File: src/cbez_pkg.sv
// ---------------------------------------------------------------------------
// cbez_pkg
// Shared types, constants and arithmetic helpers for the cubic curve evaluator.
// ---------------------------------------------------------------------------
package cbez_pkg;

	localparam int COORD_W  = 32;
	localparam int T_FRAC   = 16;
	localparam int T_W      = T_FRAC + 1;
	localparam int NUM_REGS = 8;
	localparam int ADDR_W   = 5;
	localparam int PROD_W   = COORD_W + T_W + 2;
	localparam int T_HALF   = 1 << (T_FRAC - 1);

	localparam logic [1:0] OP_POINT   = 2'd0;
	localparam logic [1:0] OP_TANGENT = 2'd1;
	localparam logic [1:0] OP_SPLIT   = 2'd2;
	localparam logic [1:0] OP_NONE    = 2'd3;

	localparam logic [2:0] IDX_LAST = 3'd7;

	typedef logic signed [COORD_W-1:0] coord_t;
	typedef logic signed [COORD_W:0]   diff_t;
	typedef logic        [T_W-1:0]     tpar_t;

	localparam tpar_t T_ONE = tpar_t'(1) << T_FRAC;

	typedef struct packed {
		logic [1:0] opcode;
		tpar_t      param_t;
	} in_item_t;

	typedef struct packed {
		coord_t     out_x;
		coord_t     out_y;
		logic [2:0] point_index;
		logic       last_result;
	} out_item_t;

	typedef struct packed {
		coord_t x;
		coord_t y;
	} pt_t;

	typedef struct packed {
		logic          split;
		pt_t [7:0]     pts;
	} bundle_t;

	function automatic diff_t lerp_diff(coord_t a, coord_t b);
		return {b[COORD_W-1], b} - {a[COORD_W-1], a};
	endfunction

	// a + round_half_up(d * t / 2^T_FRAC)
	function automatic coord_t lerp_fin(coord_t a, diff_t d, tpar_t t);
		logic signed [PROD_W-1:0] p;
		p = PROD_W'(d) * PROD_W'($signed({1'b0, t}));
		p = p + PROD_W'(T_HALF);
		p = p >>> T_FRAC;
		return a + $signed(p[COORD_W-1:0]);
	endfunction

	function automatic coord_t sat_gain3(diff_t d);
		logic signed [COORD_W+2:0] g;
		g = {{2{d[COORD_W]}}, d} + {d[COORD_W], d, 1'b0};
		if (g[COORD_W+2:COORD_W-1] == '0 || g[COORD_W+2:COORD_W-1] == '1) begin
			return g[COORD_W-1:0];
		end
		return g[COORD_W+2] ? {1'b1, {(COORD_W-1){1'b0}}} : {1'b0, {(COORD_W-1){1'b1}}};
	endfunction

endpackage

File: src/cbez_queue.sv
// ---------------------------------------------------------------------------
// cbez_queue
// Two-entry queue of finished result sets between front and back.
// ---------------------------------------------------------------------------
module cbez_queue (
	input  logic               clk,
	input  logic               arst_n,
	input  logic               wr,
	input  cbez_pkg::bundle_t  wr_data,
	output logic               q_full,
	input  logic               rd,
	output cbez_pkg::bundle_t  rd_data,
	output logic               q_empty
);
	import cbez_pkg::*;

	localparam int DEPTH = 2;
	localparam int PW    = $clog2(DEPTH);

	bundle_t          mem_q [DEPTH];
	logic [PW-1:0]    wp_q, rp_q;
	logic [PW:0]      cnt_q;

	assign q_full  = (cnt_q == (PW+1)'(DEPTH));
	assign q_empty = (cnt_q == '0);
	assign rd_data = mem_q[rp_q];

	always_ff @(posedge clk or negedge arst_n) begin
		if (!arst_n) begin
			wp_q  <= '0;
			rp_q  <= '0;
			cnt_q <= '0;
		end else begin
			if (wr) begin
				wp_q <= wp_q + 1'b1;
			end
			if (rd) begin
				rp_q <= rp_q + 1'b1;
			end
			cnt_q <= cnt_q + (PW+1)'(wr) - (PW+1)'(rd);
		end
	end

	always_ff @(posedge clk) begin
		if (wr) begin
			mem_q[wp_q] <= wr_data;
		end
	end

endmodule

File: config.mk
export PLATFORM = sky130hd
export DESIGN_NAME = cbez_queue
export DESIGN_NICKNAME = d
export VERILOG_FILES = /design/src/cbez_pkg.sv /design/src/cbez_queue.sv
export SDC_FILE = /design/constraint.sdc
export NUM_CORES = 1
export LEC_CHECK = 0
export BUFFER_PORTS_ARGS = -buffer_cell sky130_fd_sc_hd__buf_2
export CORE_AREA = 2 2 407 409
export DETAILED_ROUTE_END_ITERATION = 8
export DIE_AREA = 0 0 409 411
export SLEW_MARGIN = 20
export SYNTH_ARGS = -nofsm -noshare
export SYNTH_HDL_FRONTEND = slang
export SYNTH_SLANG_ARGS = --single-unit
export TNS_END_PERCENT = 5
File: constraint.sdc
create_clock -name clk -period 46.6 [get_ports clk]
set_input_delay 4.66 -clock clk [delete_from_list [all_inputs] [get_ports clk]]
set_output_delay 4.66 -clock clk [all_outputs]
set_load 0.03 [all_outputs]
==> Yosys cells after proc, flatten, opt, wreduce, memory -nomap -nowiden <==
Memory sizes are Yosys's and may differ from the RTL's.
Index checks and enable logic that the tools add are counted.
{ "classes": {"addsub": 4, "n_eq_ne": 1, "muxes": 2, "n_reduce_logical": 1} }
{ "ops": {"columns": ["cell", "n"], "rows": [
  ["$add A1 B1 Y1 const B", 2],
  ["$add A2 B1 Y2", 1],
  ["$eq A2 B2 Y1 const B", 1],
  ["$logic_not A2 Y1", 1],
  ["$mux W1", 2],
  ["$sub A2 B1 Y2", 1]
]} }
{ "totals": {"reg_bits": 4, "ramBits": 1026, "inputBits": 517, "output_inout_bits": 515, "word_cells": 12, "mem_count": 1} }
{ "memory_table": {"columns": ["memory", "words", "word_bits", "rd", "rd_clocked_by_memory_dff", "write_ports", "line", "text"], "rows": [
  ["mem_q", 2, 513, 1, 0, 1, "cbez_queue.sv:20", "bundle_t mem_q [DEPTH];"]
]} }

==> Longest topological paths before layout <==
{ "logic_depth": {"ltp_word": 2, "ltp_mapped": 5, "mapped_depth_nobuf": 5} }

==> Least setup slack after synthesis <==
Ideal clock, no wire load.
{ "synth_timing": {"path_type": "input to register", "start": "input port wr", "end": "memory mem_q[0][0] in the netlist's numbering (enable)", "setup_time_ns": 1.463, "t_arrival_ns": 26.653, "t_required_ns": 45.137, "setup_slack_ns": 18.484, "stages": 1, "path_buffers": 0, "path_cell_list": "nor2b_1"} }
{ "synth_via": {"elab_chain_len": 2} }
{ "synth_rtl": {"columns": ["element", "line", "text"], "rows": [
  ["start, declared", "cbez_queue.sv:8", "input logic wr,"],
  ["$mux W1", "cbez_queue.sv:45", "if (wr) begin"],
  ["$mux W1 (not written as such)", "cbez_queue.sv:46", "mem_q[wp_q] <= wr_data;"],
  ["end, declared", "cbez_queue.sv:20", null]
]} }
Every way passes these cells.

==> results.yml <==
worst_setup_path:
  worstSetupPathType: "register to output port"
  crit_end: "rd_data[1]"
  regToRegSetupSlack_ns: 41.62
  crit_chain: "buf_4 -> buf_4 -> buf_4 -> buf_4 -> buf_4 -> mux2_2 -> buf_2"
  r2r_cells: 5
  critical_path_arrival_ns: 6.32
  r2r_end: "mem_q[0][168]"
  worstPathRequired_ns: 41.94
  slowest_stage: "dfrtp_4"
  endpoint_kind: "output port"
  cp-startpoint: "rp_q"
  cp_max_fo: 50
  critPathLaunchType: "register"
  critical_path.max_stage_delay_ns: 0.84
  reg2reg_from: "wp_q"
  cpMostUsedCell: "buf_4"
cells_and_area:
  post-route-util: 0.308
  syn_to_final_growth_pct: 28.5
  design_area_um2: 50400
  post_route_cells_drive_above_1_share: 0.615
  nNetsFinal: 3239
power_and_ir_drop:
  power_density_nw_per_um2: 68.6
  clockPowerShare: 0.257
  p_seq_frac: 0.372
  leakagePower_nw: 19.7
  swShare: 0.356
  irDropWorstVdd_mv: 0.0513
  combPwrFrac: 0.371
  p_int_w: 0.00223
  power_switching_w: 0.00123
logic_synthesis:
  synth.distinct_cells: 14
  postSynthAreaPerCell_um2: 24.4
  synthMuxAreaShare: 0.191
  ys_seq_elements: 1030
  synth_compound_area_frac: 0
  synth_xor_area_frac: 0.00105
  synthCells: 1611
  synth_fp_nets: 2130
  syn_area_um2: 39200
  synth_simple_gate_area_frac: 0.000574
  synthAdderAreaFrac: 0.000638
  synth_warnings: 0
  synth_top_family_by_area: "multiplexers"
  yosysSeqAreaShare: 0.788
drt:
  wirelength_um: 114000
  avgRoutedWirePerCell_um: 22.6
  drt-initial-drc-count: 1622
  final_antenna_net_count: 0
  vias: 20100
  drc_errors: 0
  viasPerCell: 3.99
  firstDrtPassIters: 5
global_routing:
  grt-ovfl-total: 0
  grt_pass1_vias: 20000
  grt_usage: 0.128
  grt_max_degree: 122
  grt_pass1_wl_um: 151000
  antenna_found_initial: 82
clock_tree:
  cts_setup_buffers: 0
  clkTransAtPathRegs_ns: 0.06
  cts_resized: 0
  cts_tree: "done"
  cts_buffer_depth: 3
  cts_made_buffers: 109
  cts.sinks: 1030
  clk_latency_ns: 0.71
  ctsHoldBuffers: 0
  htree_levels: 3
  cts_root_buf: "clkbuf_16"
sta:
  final-hold-violation-count: 0
  rsz0062_at_grt: "no"
  drv_slew: 0
  finalCritPeriodShare: 0.236
  finalSetupTns_ns: 0
  tightest_slew_ns: 1.05
  max_slew_margin: 0.299
  clock_skew_ns: 0.0522
  max_freq_mhz: 91.1
  fin_crit_ns: 10.98
  setup_viol: 0
die:
  dieArea_um2: 168000
  initial_core_util: 0.239
  io_pins: 1032
  die_width_um: 409
  core_area_um2: 164000
  die_y_um: 411
  rows: 149
run_status:
  status: "finished clean"
placement:
  gp_congestion: 0.831
  io_buffers: 1031
  hpwl_um: 83600
  dpl_cell_area_um2: 46600
min_path:
  hp-class: "register to register"
flow_run:
  drv_cap: 0
## through the flow
step,hold slack (ns),instances,setup slack (ns),total power [W]
floorplan,0.455,1611,18.48,0.00241
global placement,0.532,4798,36.37,0.00260
detailed placement,0.531,4798,36.29,0.00260
CTS,0.543,5001,35.45,0.00351
global route,0.558,5016,35.23,0.00359
finish,0.545,5027,35.62,0.00346
## sequential cells by signal, indices dropped and copies added, names as in the netlist
signal / count
cnt_q: 2
mem_q: 1026
rp_q: 1
wp_q: 1
## final cells by class
cell class	instances	area [µm²]
Fill cell	16000	113000
Sequential cell	1030	30900
Multi-Input combinational cell	522	7600
Timing Repair Buffer	1055	5370
Clock buffer	130	2850
Tap cell	2189	2740
Clock inverter	73	862
Antenna cell	26	65.1
Inverter	2	7.51
## placed cells by master (no fill, tap or decap), types with 2 or more instances in the layout
cell type  instances
clkinv_1          27
mux2_2            53
inv_6              5
inv_1              2
diode_2           26
clkinv_16          3
clkinv_2          18
xor2_1             2
buf_2           1031
ha_1               2
mux2_4           460
buf_4             22
bufinv_16         16
edfxtp_1        1026
clkbuf_1          19
buf_12             2
clkbuf_16        111
dfrtp_1            3
## metal layers
layer,wire [µm],vias to the layer above,track usage,part of all wire
met2,55100,1025,0.211,0.49
met3,11700,251,0.0509,0.10
met4,3850,24,0.0463,0.034
met5,143,-,0,0.0013
li1,-,8716,-,-
met1,42700,10100,0.150,0.38
## Yosys cell counts
cell,n,area share
edfxtp_1,1026,0.79
nor2b_1,2,0.00032
nor2_1,1,0.000096
and2_1,1,0.00016
ha_1,2,0.00064
mux2_2,53,0.015
dfrtp_1,4,0.0026
mux2_4,460,0.18
inv_1,2,0.00019
xor2_1,2,0.00045
buf_8,30,0.011
buf_6,22,0.0063
buf_2,5,0.00064
xor3_1,1,0.00061
## critical path, delay by kind of cell (launching register included)
family                 cells  cell delay (ns)
muxes                      1             0.42
DFF                        1             0.84
buffers and inverters      6             4.05
## power by group through the flow
stage	Sequential [W]	Combinational [W]	Clock, W
floorplan	0.00142	0.000982	0
global placement	0.00130	0.00130	0
detailed placement	0.00130	0.00130	0
CTS	0.00129	0.00130	0.000915
global route	0.00130	0.00134	0.000946
finish	0.00128	0.00128	0.000888
## how the worst min path moves through the flow
| stage | start | to | slack, ns | cells after the start |
|---|---|---|---|---|
| 2_1_floorplan | wp_q | wp_q | 0.46 | 1 |
| 3_3_place_gp | wp_q | wp_q | 0.53 | 1 |
| 3_5_place_dp | wp_q | wp_q | 0.53 | 1 |
| 4_1_cts | wp_q | wp_q | 0.54 | 1 |
| 5_1_grt | wp_q | wp_q | 0.56 | 1 |
| 6_report | wp_q | wp_q | 0.55 | 1 |
## cell families (layout without fill, tap and decap cells)
| logic type | after synthesis | after routing |
|---|---|---|
| adders and majority gates | 2 | 2 |
| other | 0 | 26 |
| muxes | 513 | 513 |
| DFF | 1030 | 1030 |
| buffers and inverters | 59 | 1260 |
| xor gates and xnor gates | 3 | 3 |
| and+or+nand+nor | 4 | 4 |
(Power assumes the default switching activity.)
