File: src/cbez_pkg.sv
// ---------------------------------------------------------------------------
// cbez_pkg
// Shared types, constants and arithmetic helpers for the cubic curve evaluator.
// ---------------------------------------------------------------------------
package cbez_pkg;

	localparam int COORD_W  = 32;
	localparam int T_FRAC   = 16;
	localparam int T_W      = T_FRAC + 1;
	localparam int NUM_REGS = 8;
	localparam int ADDR_W   = 5;
	localparam int PROD_W   = COORD_W + T_W + 2;
	localparam int T_HALF   = 1 << (T_FRAC - 1);

	localparam logic [1:0] OP_POINT   = 2'd0;
	localparam logic [1:0] OP_TANGENT = 2'd1;
	localparam logic [1:0] OP_SPLIT   = 2'd2;
	localparam logic [1:0] OP_NONE    = 2'd3;

	localparam logic [2:0] IDX_LAST = 3'd7;

	typedef logic signed [COORD_W-1:0] coord_t;
	typedef logic signed [COORD_W:0]   diff_t;
	typedef logic        [T_W-1:0]     tpar_t;

	localparam tpar_t T_ONE = tpar_t'(1) << T_FRAC;

	typedef struct packed {
		logic [1:0] opcode;
		tpar_t      param_t;
	} in_item_t;

	typedef struct packed {
		coord_t     out_x;
		coord_t     out_y;
		logic [2:0] point_index;
		logic       last_result;
	} out_item_t;

	typedef struct packed {
		coord_t x;
		coord_t y;
	} pt_t;

	typedef struct packed {
		logic          split;
		pt_t [7:0]     pts;
	} bundle_t;

	function automatic diff_t lerp_diff(coord_t a, coord_t b);
		return {b[COORD_W-1], b} - {a[COORD_W-1], a};
	endfunction

	// a + round_half_up(d * t / 2^T_FRAC)
	function automatic coord_t lerp_fin(coord_t a, diff_t d, tpar_t t);
		logic signed [PROD_W-1:0] p;
		p = PROD_W'(d) * PROD_W'($signed({1'b0, t}));
		p = p + PROD_W'(T_HALF);
		p = p >>> T_FRAC;
		return a + $signed(p[COORD_W-1:0]);
	endfunction

	function automatic coord_t sat_gain3(diff_t d);
		logic signed [COORD_W+2:0] g;
		g = {{2{d[COORD_W]}}, d} + {d[COORD_W], d, 1'b0};
		if (g[COORD_W+2:COORD_W-1] == '0 || g[COORD_W+2:COORD_W-1] == '1) begin
			return g[COORD_W-1:0];
		end
		return g[COORD_W+2] ? {1'b1, {(COORD_W-1){1'b0}}} : {1'b0, {(COORD_W-1){1'b1}}};
	endfunction

endpackage

File: src/cbez_back.sv
// ---------------------------------------------------------------------------
// cbez_back
// Walks the queued result set one point per beat into the output register.
// ---------------------------------------------------------------------------
module cbez_back (
	input  logic                clk,
	input  logic                arst_n,
	input  cbez_pkg::bundle_t   head,
	input  logic                q_empty,
	output logic                q_pop,
	output logic                empty,
	input  logic                pop,
	output cbez_pkg::out_item_t pop_data
);
	import cbez_pkg::*;

	logic       ov_q;
	logic [2:0] idx_q;
	out_item_t  out_q;
	logic       load;
	logic       last;

	assign load     = !q_empty && (!ov_q || pop);
	assign last     = !head.split || (idx_q == IDX_LAST);
	assign q_pop    = load && last;
	assign empty    = !ov_q;
	assign pop_data = out_q;

	always_ff @(posedge clk or negedge arst_n) begin
		if (!arst_n) begin
			ov_q  <= 1'b0;
			idx_q <= '0;
		end else begin
			if (load) begin
				ov_q  <= 1'b1;
				idx_q <= last ? 3'd0 : idx_q + 3'd1;
			end else if (pop) begin
				ov_q <= 1'b0;
			end
		end
	end

	always_ff @(posedge clk) begin
		if (load) begin
			out_q.out_x       <= head.pts[idx_q].x;
			out_q.out_y       <= head.pts[idx_q].y;
			out_q.point_index <= idx_q;
			out_q.last_result <= last;
		end
	end

endmodule

File: config.mk
export PLATFORM = sky130hd
export DESIGN_NAME = cbez_back
export DESIGN_NICKNAME = d
export VERILOG_FILES = /design/src/cbez_pkg.sv /design/src/cbez_back.sv
export SDC_FILE = /design/constraint.sdc
export NUM_CORES = 1
export LEC_CHECK = 0
export ABC_AREA = 1
export BUFFER_PORTS_ARGS = -buffer_cell sky130_fd_sc_hd__buf_2
export CAP_MARGIN = 15
export CORE_AREA = 2 2 225 227
export CTS_CLUSTER_DIAMETER = 80
export DETAILED_ROUTE_END_ITERATION = 6
export DIE_AREA = 0 0 227 229
export GPL_TIMING_DRIVEN = 0
export PLACE_DENSITY = 0.45
export SYNTH_ARGS = -nofsm -noshare
export SYNTH_HDL_FRONTEND = slang
export SYNTH_SLANG_ARGS = --single-unit
File: constraint.sdc
create_clock -name clk -period 4.4 [get_ports clk]
set_clock_uncertainty 0.15 [all_clocks]
set_input_delay 0.22 -clock clk [delete_from_list [all_inputs] [get_ports clk]]
set_output_delay 0.22 -clock clk [all_outputs]
set_load 0.005 [all_outputs]
### Yosys cells after proc, flatten, opt, wreduce, memory -nomap -nowiden

Index checks and enable logic that the tools add are counted.

* register bits after elaboration: 72
* input port bits: 517
* output and inout port bits: 70
* logic and storage cells: 22

* add/subtract/negate cells: 1
* magnitude comparators: 1
* equal/unequal tests: 1
* mux-type cells: 5
* reduce and logical (&&, ||, !) cells: 8

Operators with widths (count)
* binary-select mux 64 bit (select 3 bit): 1
* 2-to-1 mux 64 bit: 1
* < comparator 3 x 4 -> 1 bit, second input constant: 1
* adder 3 x 1 -> 3 bit, second input constant: 1
* equality test 3 bit, second input constant: 1
* logical NOT 1 bit: 3
* 2-to-1 mux 3 bit: 1
* logical AND 1 bit: 2
* logical OR 1 bit: 2
* 2-to-1 mux 1 bit: 2
* nonzero test 2 bit: 1

### Depth between registers and ports, before layout

Gate-level depths: netlist (run 1).

* word-level depth: 4
* mapped depth: 9
* depth with buffers taken out: 7

### Worst setup path before layout (run 1)

No wires, ideal clock.

* kind: register -> register
* start point: reg ov_q
* end point: reg out_q, in the netlist pop_data[0], enable pin
* setup time: 0.423 ns
* arrival time: 1.876 ns
* slack: 1.951 ns
* stages on the path, launching flop included: 4
* clock period less this slack: 2.449 ns
* cells stage by stage: dfrtp_1 nand2_1 nand2_1 inv_1

* cells in the longest elaborated chain, start to end: 3

Ends and longest elaborated chain
* start: declaration: RTL line cbez_back.sv:17 `logic ov_q;`
* start signal: assignment: RTL line cbez_back.sv:31 `ov_q <= 1'b0;`
* start signal: assignment: RTL line cbez_back.sv:35 `ov_q <= 1'b1;`
* start signal: assignment: RTL line cbez_back.sv:38 `ov_q <= 1'b0;`
* logical NOT 1 bit: RTL line cbez_back.sv:23 `assign load = !q_empty && (!ov_q || pop);`
* logical OR 1 bit: RTL line cbez_back.sv:23
* logical AND 1 bit: RTL line cbez_back.sv:23
* via load: RTL line cbez_back.sv:20 `logic load;`
* end: declaration: RTL line cbez_back.sv:19 `out_item_t out_q;`

The timed path passes the listed nets, and every way through them passes these cells.
A chain may end at the register's enable or synchronous reset.

### Final worst setup path (run 1)

* start point: reg idx_q[2]
* end point: reg out_q, in the netlist pop_data[49], data pin

* cells in the longest elaborated chain, start to end: 2

Ends and longest elaborated chain
* start: declaration: RTL line cbez_back.sv:18 `logic [2:0] idx_q;`
* start signal: assignment: RTL line cbez_back.sv:36 `idx_q <= last ? 3'd0 : idx_q + 3'd1;`
* binary-select mux 64 bit (select 3 bit): RTL line cbez_back.sv:45 `out_q.out_x <= head.pts[idx_q].x;`
* 2-to-1 mux 64 bit

No other way between the ends. The select of a mux whose other input is x is not followed.

==> impl_metrics.prom, run 1 <==
# TYPE chip_impl_metric gauge
chip_impl_metric{name="ir_worst_vdd",unit="uV"} 218
chip_impl_metric{name="finalMaxSlewViolations",unit=""} 0
chip_impl_info{name="layout_commonest_cell",value="sky130_fd_sc_hd__nand2_1"} 1
chip_impl_metric{name="detail-route-antenna-nets",unit=""} 0
chip_impl_metric{name="synth.ff_latch_count",unit=""} 72
chip_impl_info{name="rr_startpoint",value="idx_q[2]$_DFFE_PN0P_"} 1
chip_impl_metric{name="area_growth",unit="%"} 44.8
chip_impl_metric{name="rows",unit=""} 82
chip_impl_metric{name="detail_route.iter0.violations",unit=""} 590
chip_impl_metric{name="final_cell_area",unit="um2"} 13400
chip_impl_metric{name="placedCellCount",unit=""} 3053
chip_impl_metric{name="wl_per_cell",unit="um"} 15.8
chip_impl_metric{name="postSynthAreaPerCell",unit="um2"} 5.16
chip_impl_metric{name="post_synthesis_share_of_cell_area_spent_on_xor_and_xnor_gates",unit=""} 0
chip_impl_metric{name="fraction_of_final_layout_cells_with_drive_strength_greater_than_1",unit=""} 0.286
chip_impl_metric{name="globalRoute.totalOverflow",unit=""} 0
chip_impl_metric{name="grt_pass1_vias",unit=""} 12400
chip_impl_metric{name="design.portCount",unit=""} 587
chip_impl_metric{name="clkSlewWorstSetupHoldPaths",unit="ns"} 0.07
chip_impl_metric{name="clock_sink_count",unit=""} 72
chip_impl_info{name="end_kind",value="flop"} 1
chip_impl_metric{name="final_min_period_over_clock_period",unit=""} 0.502
chip_impl_info{name="dominant_combinational_cell_family_by_area_after_synthesis",value="simple AND/OR/NAND/NOR gates"} 1
chip_impl_metric{name="clkLatencyLatePin",unit="ns"} 0.36
chip_impl_metric{name="postPlaceCellArea",unit="um2"} 13100
chip_impl_metric{name="pin_count_of_the_biggest_net_entering_global_routing",unit=""} 40
chip_impl_info{name="startpoint_type",value="flop"} 1
chip_impl_metric{name="drv.max_cap_violation_count",unit=""} 0
chip_impl_metric{name="tightest_slew",unit="ns"} 1.14
chip_impl_metric{name="synth_fa_ha_area_frac",unit=""} 0.00270
chip_impl_metric{name="grt_pass1_wl",unit="um"} 69900
chip_impl_metric{name="clock_path_buffers",unit=""} 2
chip_impl_metric{name="port_buffers",unit=""} 586
chip_impl_metric{name="dr_wl_met3",unit="um"} 2950
chip_impl_metric{name="fin_util",unit=""} 0.270
chip_impl_info{name="rsz0062_at_grt",value="no"} 1
chip_impl_metric{name="report.final.setup_viol",unit=""} 0
chip_impl_metric{name="synth-warning-count",unit=""} 0
chip_impl_metric{name="sequential_element_share_of_the_synthesized_area",unit=""} 0.231
chip_impl_metric{name="drt_pre_antenna_iters",unit=""} 6
chip_impl_metric{name="fp.dieArea",unit="um2"} 52000
chip_impl_metric{name="fmaxAchievable",unit="GHz"} 0.452
chip_impl_metric{name="remaining_drc_errors",unit=""} 0
chip_impl_info{name="highest_layer",value="met4"} 1
chip_impl_info{name="cts.root.buffer_cell",value="sky130_fd_sc_hd__clkbuf_16"} 1
chip_impl_metric{name="multi_input_area",unit="um2"} 4480
chip_impl_metric{name="vias",unit=""} 12500
chip_impl_metric{name="synth.net_count",unit=""} 2313
chip_impl_metric{name="gp_congestion",unit=""} 0.920
chip_impl_metric{name="p_total",unit="mW"} 5.77
chip_impl_metric{name="initial_core_util",unit=""} 0.186
chip_impl_metric{name="fill_cells",unit=""} 5932
chip_impl_metric{name="chipHeight",unit="um"} 229
chip_impl_metric{name="seqCellArea",unit="um2"} 2140
chip_impl_metric{name="post_synthesis_cell_count",unit=""} 1794
chip_impl_metric{name="m1WireLength",unit="um"} 20300
chip_impl_info{name="crit_type",value="reg -> reg"} 1
chip_impl_metric{name="core",unit="um2"} 49700
chip_impl_info{name="run_status",value="finished, final reports clean"} 1
chip_impl_metric{name="post_synthesis_compound_gate_area_fraction",unit=""} 0.00162
chip_impl_metric{name="critPathRequiredTime",unit="ns"} 4.48
chip_impl_metric{name="critPathArrivalTime",unit="ns"} 2.29
chip_impl_metric{name="finalWorstPathRequiredPeriod",unit="ns"} 2.21
chip_impl_metric{name="n_antenna_cell",unit=""} 0
chip_impl_metric{name="final-hold-violation-count",unit=""} 0
chip_impl_metric{name="dr_wl_met2",unit="um"} 24400
chip_impl_metric{name="cp_max_fo",unit=""} 10
chip_impl_metric{name="area_of_the_mapped_netlist",unit="um2"} 9260
chip_impl_info{name="most_frequent_cells_in_the_layout",value="838 x sky130_fd_sc_hd__nand2_1, 629 x sky130_fd_sc_hd__buf_2, 518 x sky130_fd_sc_hd__inv_1"} 1
chip_impl_metric{name="detail_route.vias_per_cell",unit=""} 4.05
chip_impl_info{name="min_path_type",value="in -> async"} 1
chip_impl_metric{name="design.final.nets",unit=""} 2915
chip_impl_info{name="cp-startpoint",value="idx_q[2]$_DFFE_PN0P_"} 1
chip_impl_metric{name="dp_hpwl",unit="um"} 40400
chip_impl_metric{name="fp.dieW",unit="um"} 227
chip_impl_metric{name="synth_mux_area_frac",unit=""} 0
chip_impl_metric{name="netlist-cell-type-count",unit=""} 15
chip_impl_metric{name="setup_tns",unit="ns"} 0
chip_impl_metric{name="numCtsBuffers",unit=""} 9
chip_impl_metric{name="p_leak",unit="nW"} 9.11
chip_impl_info{name="cts_tree",value="built"} 1
chip_impl_metric{name="maximum_level_of_the_cts_h_tree",unit=""} 3
chip_impl_metric{name="grt_antenna_before_repair",unit=""} 1
chip_impl_metric{name="grt_util_all_layers",unit=""} 0.180
chip_impl_metric{name="post_layout_cell_count",unit=""} 3073
chip_impl_metric{name="pwr_density_cell",unit="nW/um2"} 430
chip_impl_metric{name="detail_route.wirelength",unit="um"} 48600
chip_impl_metric{name="synth-simple-area-share",unit=""} 0.480
chip_impl_metric{name="max_slew_margin",unit=""} 0.237
logic make-up after synthesis:
logic type,Yosys count
AO/OA/AOI/OAI,3
adder cells (fa/ha/maj),2
buffers and inverters,619
flip-flops,72
AND/OR/NAND/NOR,1098
layer usage:
metal,up-vias,track usage
met5,-,0
met4,0,0.0507
met3,52,0.0268
met2,451,0.331
met1,5644,0.214
li1,6308,-
critical path, cell delays in order (launching register included):
cell                       delay [ns]
sky130_fd_sc_hd__dfrtp_1         0.40
sky130_fd_sc_hd__clkbuf_1        0.86
sky130_fd_sc_hd__clkbuf_1        0.47
sky130_fd_sc_hd__nand2_1         0.11
sky130_fd_sc_hd__nand2_1         0.08
timing repair:
| action | 4_1_cts | 5_1_grt |
|---|---|---|
| resized for setup | 0 | 0 |
| endpoints found under the hold margin | 6 | 0 |
| setup endpoints to repair | 0 | 0 |
| buffers inserted | 0 | 0 |
| hold buffers | 4 | 0 |
through the flow:
step | hold slack (ns) | setup slack, ns
floorplan | -0.226 | 1.95
global placement | -0.105 | 0.891
detailed placement | -0.100 | 2.14
CTS | 0.0695 | 2.13
global route | 0.0944 | 2.01
finish | 0.110 | 2.19
registers in the layout (all words and copies together) (netlist names):
| name | flops |
|---|---|
| pop_data | 68 |
| idx_q | 3 |
| ov_q | 1 |
synthesized netlist by cell type:
cell                       instances  share of area
sky130_fd_sc_hd__o21ai_0           2         0.0011
sky130_fd_sc_hd__nor2_1            4         0.0016
sky130_fd_sc_hd__nand2_1         838           0.34
sky130_fd_sc_hd__buf_6            24          0.029
sky130_fd_sc_hd__buf_2            43          0.023
sky130_fd_sc_hd__dfrtp_1           4          0.011
sky130_fd_sc_hd__buf_4            19          0.015
sky130_fd_sc_hd__inv_4             1        0.00068
sky130_fd_sc_hd__nand3_1         256           0.14
sky130_fd_sc_hd__buf_1             4         0.0016
sky130_fd_sc_hd__inv_1           519           0.21
sky130_fd_sc_hd__clkbuf_1          9         0.0036
sky130_fd_sc_hd__ha_1              2         0.0027
sky130_fd_sc_hd__a21oi_1           1        0.00054
sky130_fd_sc_hd__edfxtp_1         68           0.22
power by group:
part | leakage [nW] | switching (mW) | internal (mW)
registers | 0.698 | 0.0531 | 1.06
logic | 8.26 | 2.51 | 1.34
clock network | 0.148 | 0.318 | 0.495
area by class of cell:
type / instances / share of cell area
clock inverter: 4 / 0.00513
inverter: 520 / 0.146
buffer: 99 / 0.0505
sequential: 72 / 0.160
tap: 672 / 0.0627
multi-input combinational: 1103 / 0.334
clock buffer: 12 / 0.0176
timing repair buffer: 591 / 0.224
final timing paths:
| path | endpoint | slack, ns | cells after the start |
|---|---|---|---|
| min in group clk | pop_data[29]$_DFFE_PP_ | 0.17 | 7 |
| max | pop_data[49]$_DFFE_PP_ | 2.19 | 4 |
| min reg2reg | pop_data[3]$_DFFE_PP_ | 0.39 | 0 |
| min | ov_q$_DFFE_PN0P_ | 0.11 | 2 |
| max in group asynchronous | idx_q[2]$_DFFE_PN0P_ | 3.84 | 2 |
| max reg2reg | pop_data[49]$_DFFE_PP_ | 2.19 | 4 |
Power figures use the tool's default switching activity.
==> run 2: changes to the inputs <==
Clock period 4.4 ns to 2.3 ns, I/O delays scaled along.
==> run 2 against run 1 <==
Net effect: wire length is 1.2% higher; via count is 0.46% higher; total power is 88% higher; setup slack worse by 2.0 ns; die area stayed put; critical path type unchanged.
==> impl_metrics.prom, run 2 (synthesized netlist as in run 1, its figures left out) <==
# TYPE chip_impl_metric gauge
chip_impl_info{name="startpoint_type",value="flop"} 1
chip_impl_info{name="worst_path_dominant_cell_family",value="buffers and inverters"} 1
chip_impl_metric{name="postPlaceCellArea",unit="um2"} 13100
chip_impl_metric{name="drv.max_cap_violation_count",unit=""} 0
chip_impl_info{name="cp-startpoint",value="idx_q[1]$_DFFE_PN0P_"} 1
chip_impl_metric{name="r2r.worst_path.cells",unit=""} 7
chip_impl_info{name="cts.root.buffer_cell",value="sky130_fd_sc_hd__clkbuf_16"} 1
chip_impl_metric{name="maximum_level_of_the_cts_h_tree",unit=""} 3
chip_impl_info{name="worst_r2r_endpoint",value="pop_data[29]$_DFFE_PP_"} 1
chip_impl_metric{name="pin_count_of_the_biggest_net_entering_global_routing",unit=""} 34
chip_impl_metric{name="numCtsBuffers",unit=""} 9
chip_impl_metric{name="initial_core_util",unit=""} 0.186
chip_impl_metric{name="number_of_gates_on_the_worst_path_with_buffers_counted",unit=""} 7
chip_impl_metric{name="p_leak",unit="nW"} 9.09
chip_impl_info{name="rsz0062_at_grt",value="no"} 1
chip_impl_metric{name="cp_max_fo",unit=""} 10
chip_impl_info{name="rr_startpoint",value="idx_q[1]$_DFFE_PN0P_"} 1
chip_impl_metric{name="fin_util",unit=""} 0.270
chip_impl_metric{name="area_growth",unit="%"} 44.7
chip_impl_metric{name="critPathRequiredTime",unit="ns"} 2.37
chip_impl_metric{name="fill_cells",unit=""} 5975
chip_impl_metric{name="grt_pass1_vias",unit=""} 12200
chip_impl_info{name="min_path_type",value="in -> reg"} 1
chip_impl_metric{name="globalRoute.totalOverflow",unit=""} 0
chip_impl_metric{name="remaining_drc_errors",unit=""} 0
chip_impl_metric{name="pwr_density_cell",unit="nW/um2"} 811
chip_impl_info{name="worstPathCellList",value="inv_1, buf_2, buf_2, nand3_1, nand2_1, nand2_1, nand2_1"} 1
chip_impl_info{name="layout_commonest_cell",value="sky130_fd_sc_hd__nand2_1"} 1
chip_impl_metric{name="fmaxAchievable",unit="GHz"} 0.470
chip_impl_metric{name="detail_route.vias_per_cell",unit=""} 4.06
chip_impl_metric{name="port_buffers",unit=""} 586
chip_impl_metric{name="grt_pass1_wl",unit="um"} 70900
chip_impl_metric{name="final-hold-violation-count",unit=""} 0
chip_impl_metric{name="vias",unit=""} 12500
chip_impl_metric{name="r2r_slack",unit="ns"} 0.17
chip_impl_metric{name="fraction_of_final_layout_cells_with_drive_strength_greater_than_1",unit=""} 0.287
chip_impl_metric{name="report.final.setup_viol",unit=""} 0
chip_impl_metric{name="fp.dieArea",unit="um2"} 52000
chip_impl_info{name="most_frequent_cells_in_the_layout",value="838 x sky130_fd_sc_hd__nand2_1, 629 x sky130_fd_sc_hd__buf_2, 518 x sky130_fd_sc_hd__inv_1"} 1
chip_impl_info{name="crit_type",value="reg -> reg"} 1
chip_impl_metric{name="fp.dieW",unit="um"} 227
chip_impl_metric{name="core",unit="um2"} 49700
chip_impl_metric{name="clkSlewWorstSetupHoldPaths",unit="ns"} 0.07
chip_impl_metric{name="dp_hpwl",unit="um"} 40800
chip_impl_metric{name="rows",unit=""} 82
chip_impl_metric{name="max_slew_margin",unit=""} 0.634
chip_impl_metric{name="critPathMaxStageDelay",unit="ns"} 0.48
chip_impl_metric{name="critPathArrivalTime",unit="ns"} 2.19
chip_impl_metric{name="final_min_period_over_clock_period",unit=""} 0.925
chip_impl_metric{name="clkLatencyLatePin",unit="ns"} 0.36
chip_impl_metric{name="critPathBufInv",unit=""} 3
chip_impl_metric{name="largest_reg_flops",unit=""} 68
chip_impl_info{name="cts_tree",value="built"} 1
chip_impl_metric{name="design.final.nets",unit=""} 2917
chip_impl_metric{name="buffer_count_from_post_cts_setup_fixing",unit=""} 0
chip_impl_metric{name="detail_route.iter0.violations",unit=""} 594
chip_impl_info{name="critPathSlowestCell",value="sky130_fd_sc_hd__buf_2"} 1
chip_impl_metric{name="drt_pre_antenna_iters",unit=""} 6
chip_impl_metric{name="clock_path_buffers",unit=""} 2
chip_impl_info{name="endpoint",value="pop_data[29]$_DFFE_PP_"} 1
chip_impl_metric{name="grt_util_all_layers",unit=""} 0.183
chip_impl_metric{name="finalMaxSlewViolations",unit=""} 0
chip_impl_metric{name="wl_per_cell",unit="um"} 16.0
chip_impl_metric{name="chipHeight",unit="um"} 229
chip_impl_metric{name="gp_congestion",unit=""} 0.902
chip_impl_metric{name="tightest_slew",unit="ns"} 0.548
chip_impl_info{name="run_status",value="finished, final reports clean"} 1
chip_impl_metric{name="grt_antenna_before_repair",unit=""} 4
chip_impl_metric{name="ir_worst_vdd",unit="uV"} 344
chip_impl_info{name="end_kind",value="flop"} 1
chip_impl_metric{name="detail_route.wirelength",unit="um"} 49200
chip_impl_metric{name="finalWorstPathRequiredPeriod",unit="ns"} 2.13
chip_impl_metric{name="design.portCount",unit=""} 587
chip_impl_metric{name="final_cell_area",unit="um2"} 13400
chip_impl_info{name="holdCritStartpoint",value="head[287]"} 1
chip_impl_metric{name="clock_sink_count",unit=""} 72
chip_impl_metric{name="detail-route-antenna-nets",unit=""} 0
chip_impl_info{name="path_common_cell",value="sky130_fd_sc_hd__nand2_1"} 1
-- run 2: cell count changes in the layout (fill, tap and decap cells not counted), moves of 2 or more --
| cell | previous run | this run |
|---|---|---|
| sky130_fd_sc_hd__clkinv_2 | 1 | 3 |
| sky130_fd_sc_hd__bufinv_16 | 2 | 0 |
| sky130_fd_sc_hd__clkbuf_1 | 12 | 10 |
| sky130_fd_sc_hd__clkinvlp_4 | 0 | 2 |
| sky130_fd_sc_hd__diode_2 | 0 | 4 |
| sky130_fd_sc_hd__buf_12 | 0 | 2 |
-- run 2: what timing repair did --
action / CTS / global route
endpoints found under the setup margin: 0 / 8
resized for setup: 0 / 3
hold buffers: 5 / 0
endpoints found under the hold margin: 7 / 0
-- run 2: cell type report --
type                       count  area, um2  share of cell area
inverter                     520       1960               0.146
antenna                        4       10.0            0.000748
sequential                    72       2140               0.160
buffer                        99        678              0.0506
timing repair buffer         593       3020               0.226
clock buffer                  11        233              0.0174
multi-input combinational   1103       4480               0.335
clock inverter                 4       22.5             0.00168
tap                          672        841              0.0628
-- run 2: worst min-delay path, cell delays in order --
cell	delay [ns]
sky130_fd_sc_hd__buf_2	0.07
sky130_fd_sc_hd__inv_1	0.03
sky130_fd_sc_hd__nand2_1	0.05
sky130_fd_sc_hd__nand3_1	0.06
sky130_fd_sc_hd__nand2_1	0.05
sky130_fd_sc_hd__nand2_1	0.04
sky130_fd_sc_hd__nand2_1	0.05
-- run 2: power breakdown --
| part | total, mW | internal, mW | switching, mW |
|---|---|---|---|
| combinational | 7.37 | 2.56 | 4.81 |
| clock | 1.37 | 0.721 | 0.644 |
| sequential | 2.12 | 2.02 | 0.106 |
| total | 10.9 | 5.30 | 5.56 |
-- run 2: how the worst min path moves through the flow --
| stage | depth (start not counted) | endpoint |
|---|---|---|
| 2_1_floorplan | 0 | idx_q[0]$_DFFE_PN0P_ |
| 3_3_place_gp | 1 | ov_q$_DFFE_PN0P_ |
| 3_5_place_dp | 1 | ov_q$_DFFE_PN0P_ |
| 4_1_cts | 7 | pop_data[27]$_DFFE_PP_ |
| 5_1_grt | 7 | pop_data[51]$_DFFE_PP_ |
| 6_report | 7 | pop_data[35]$_DFFE_PP_ |
-- run 2: metrics by stage --
stage / setup WS [ns] / power, mW / cells / hold WS, ns / setup TNS (ns)
CTS: 0.0223 / 11.0 / 3074 / 0.0327 / 0
global placement: -0.769 / 9.58 / 3052 / -0.206 / -52.99
detailed placement: 0.0386 / 9.60 / 3054 / -0.201 / 0
global route: 0.0141 / 11.9 / 3076 / 0.0879 / 0
floorplan: 0.215 / 6.63 / 1794 / -0.331 / 0
finish: 0.172 / 10.9 / 3078 / 0.0635 / 0
-- run 2: routing by layer --
layer  track usage  vias up  routed length, um
met1         0.223     5688              20700
li1              -     6322                  -
met2         0.330      453              24600
met3        0.0276       47               3000
met4        0.0513        2                942
met5             0        -                 13
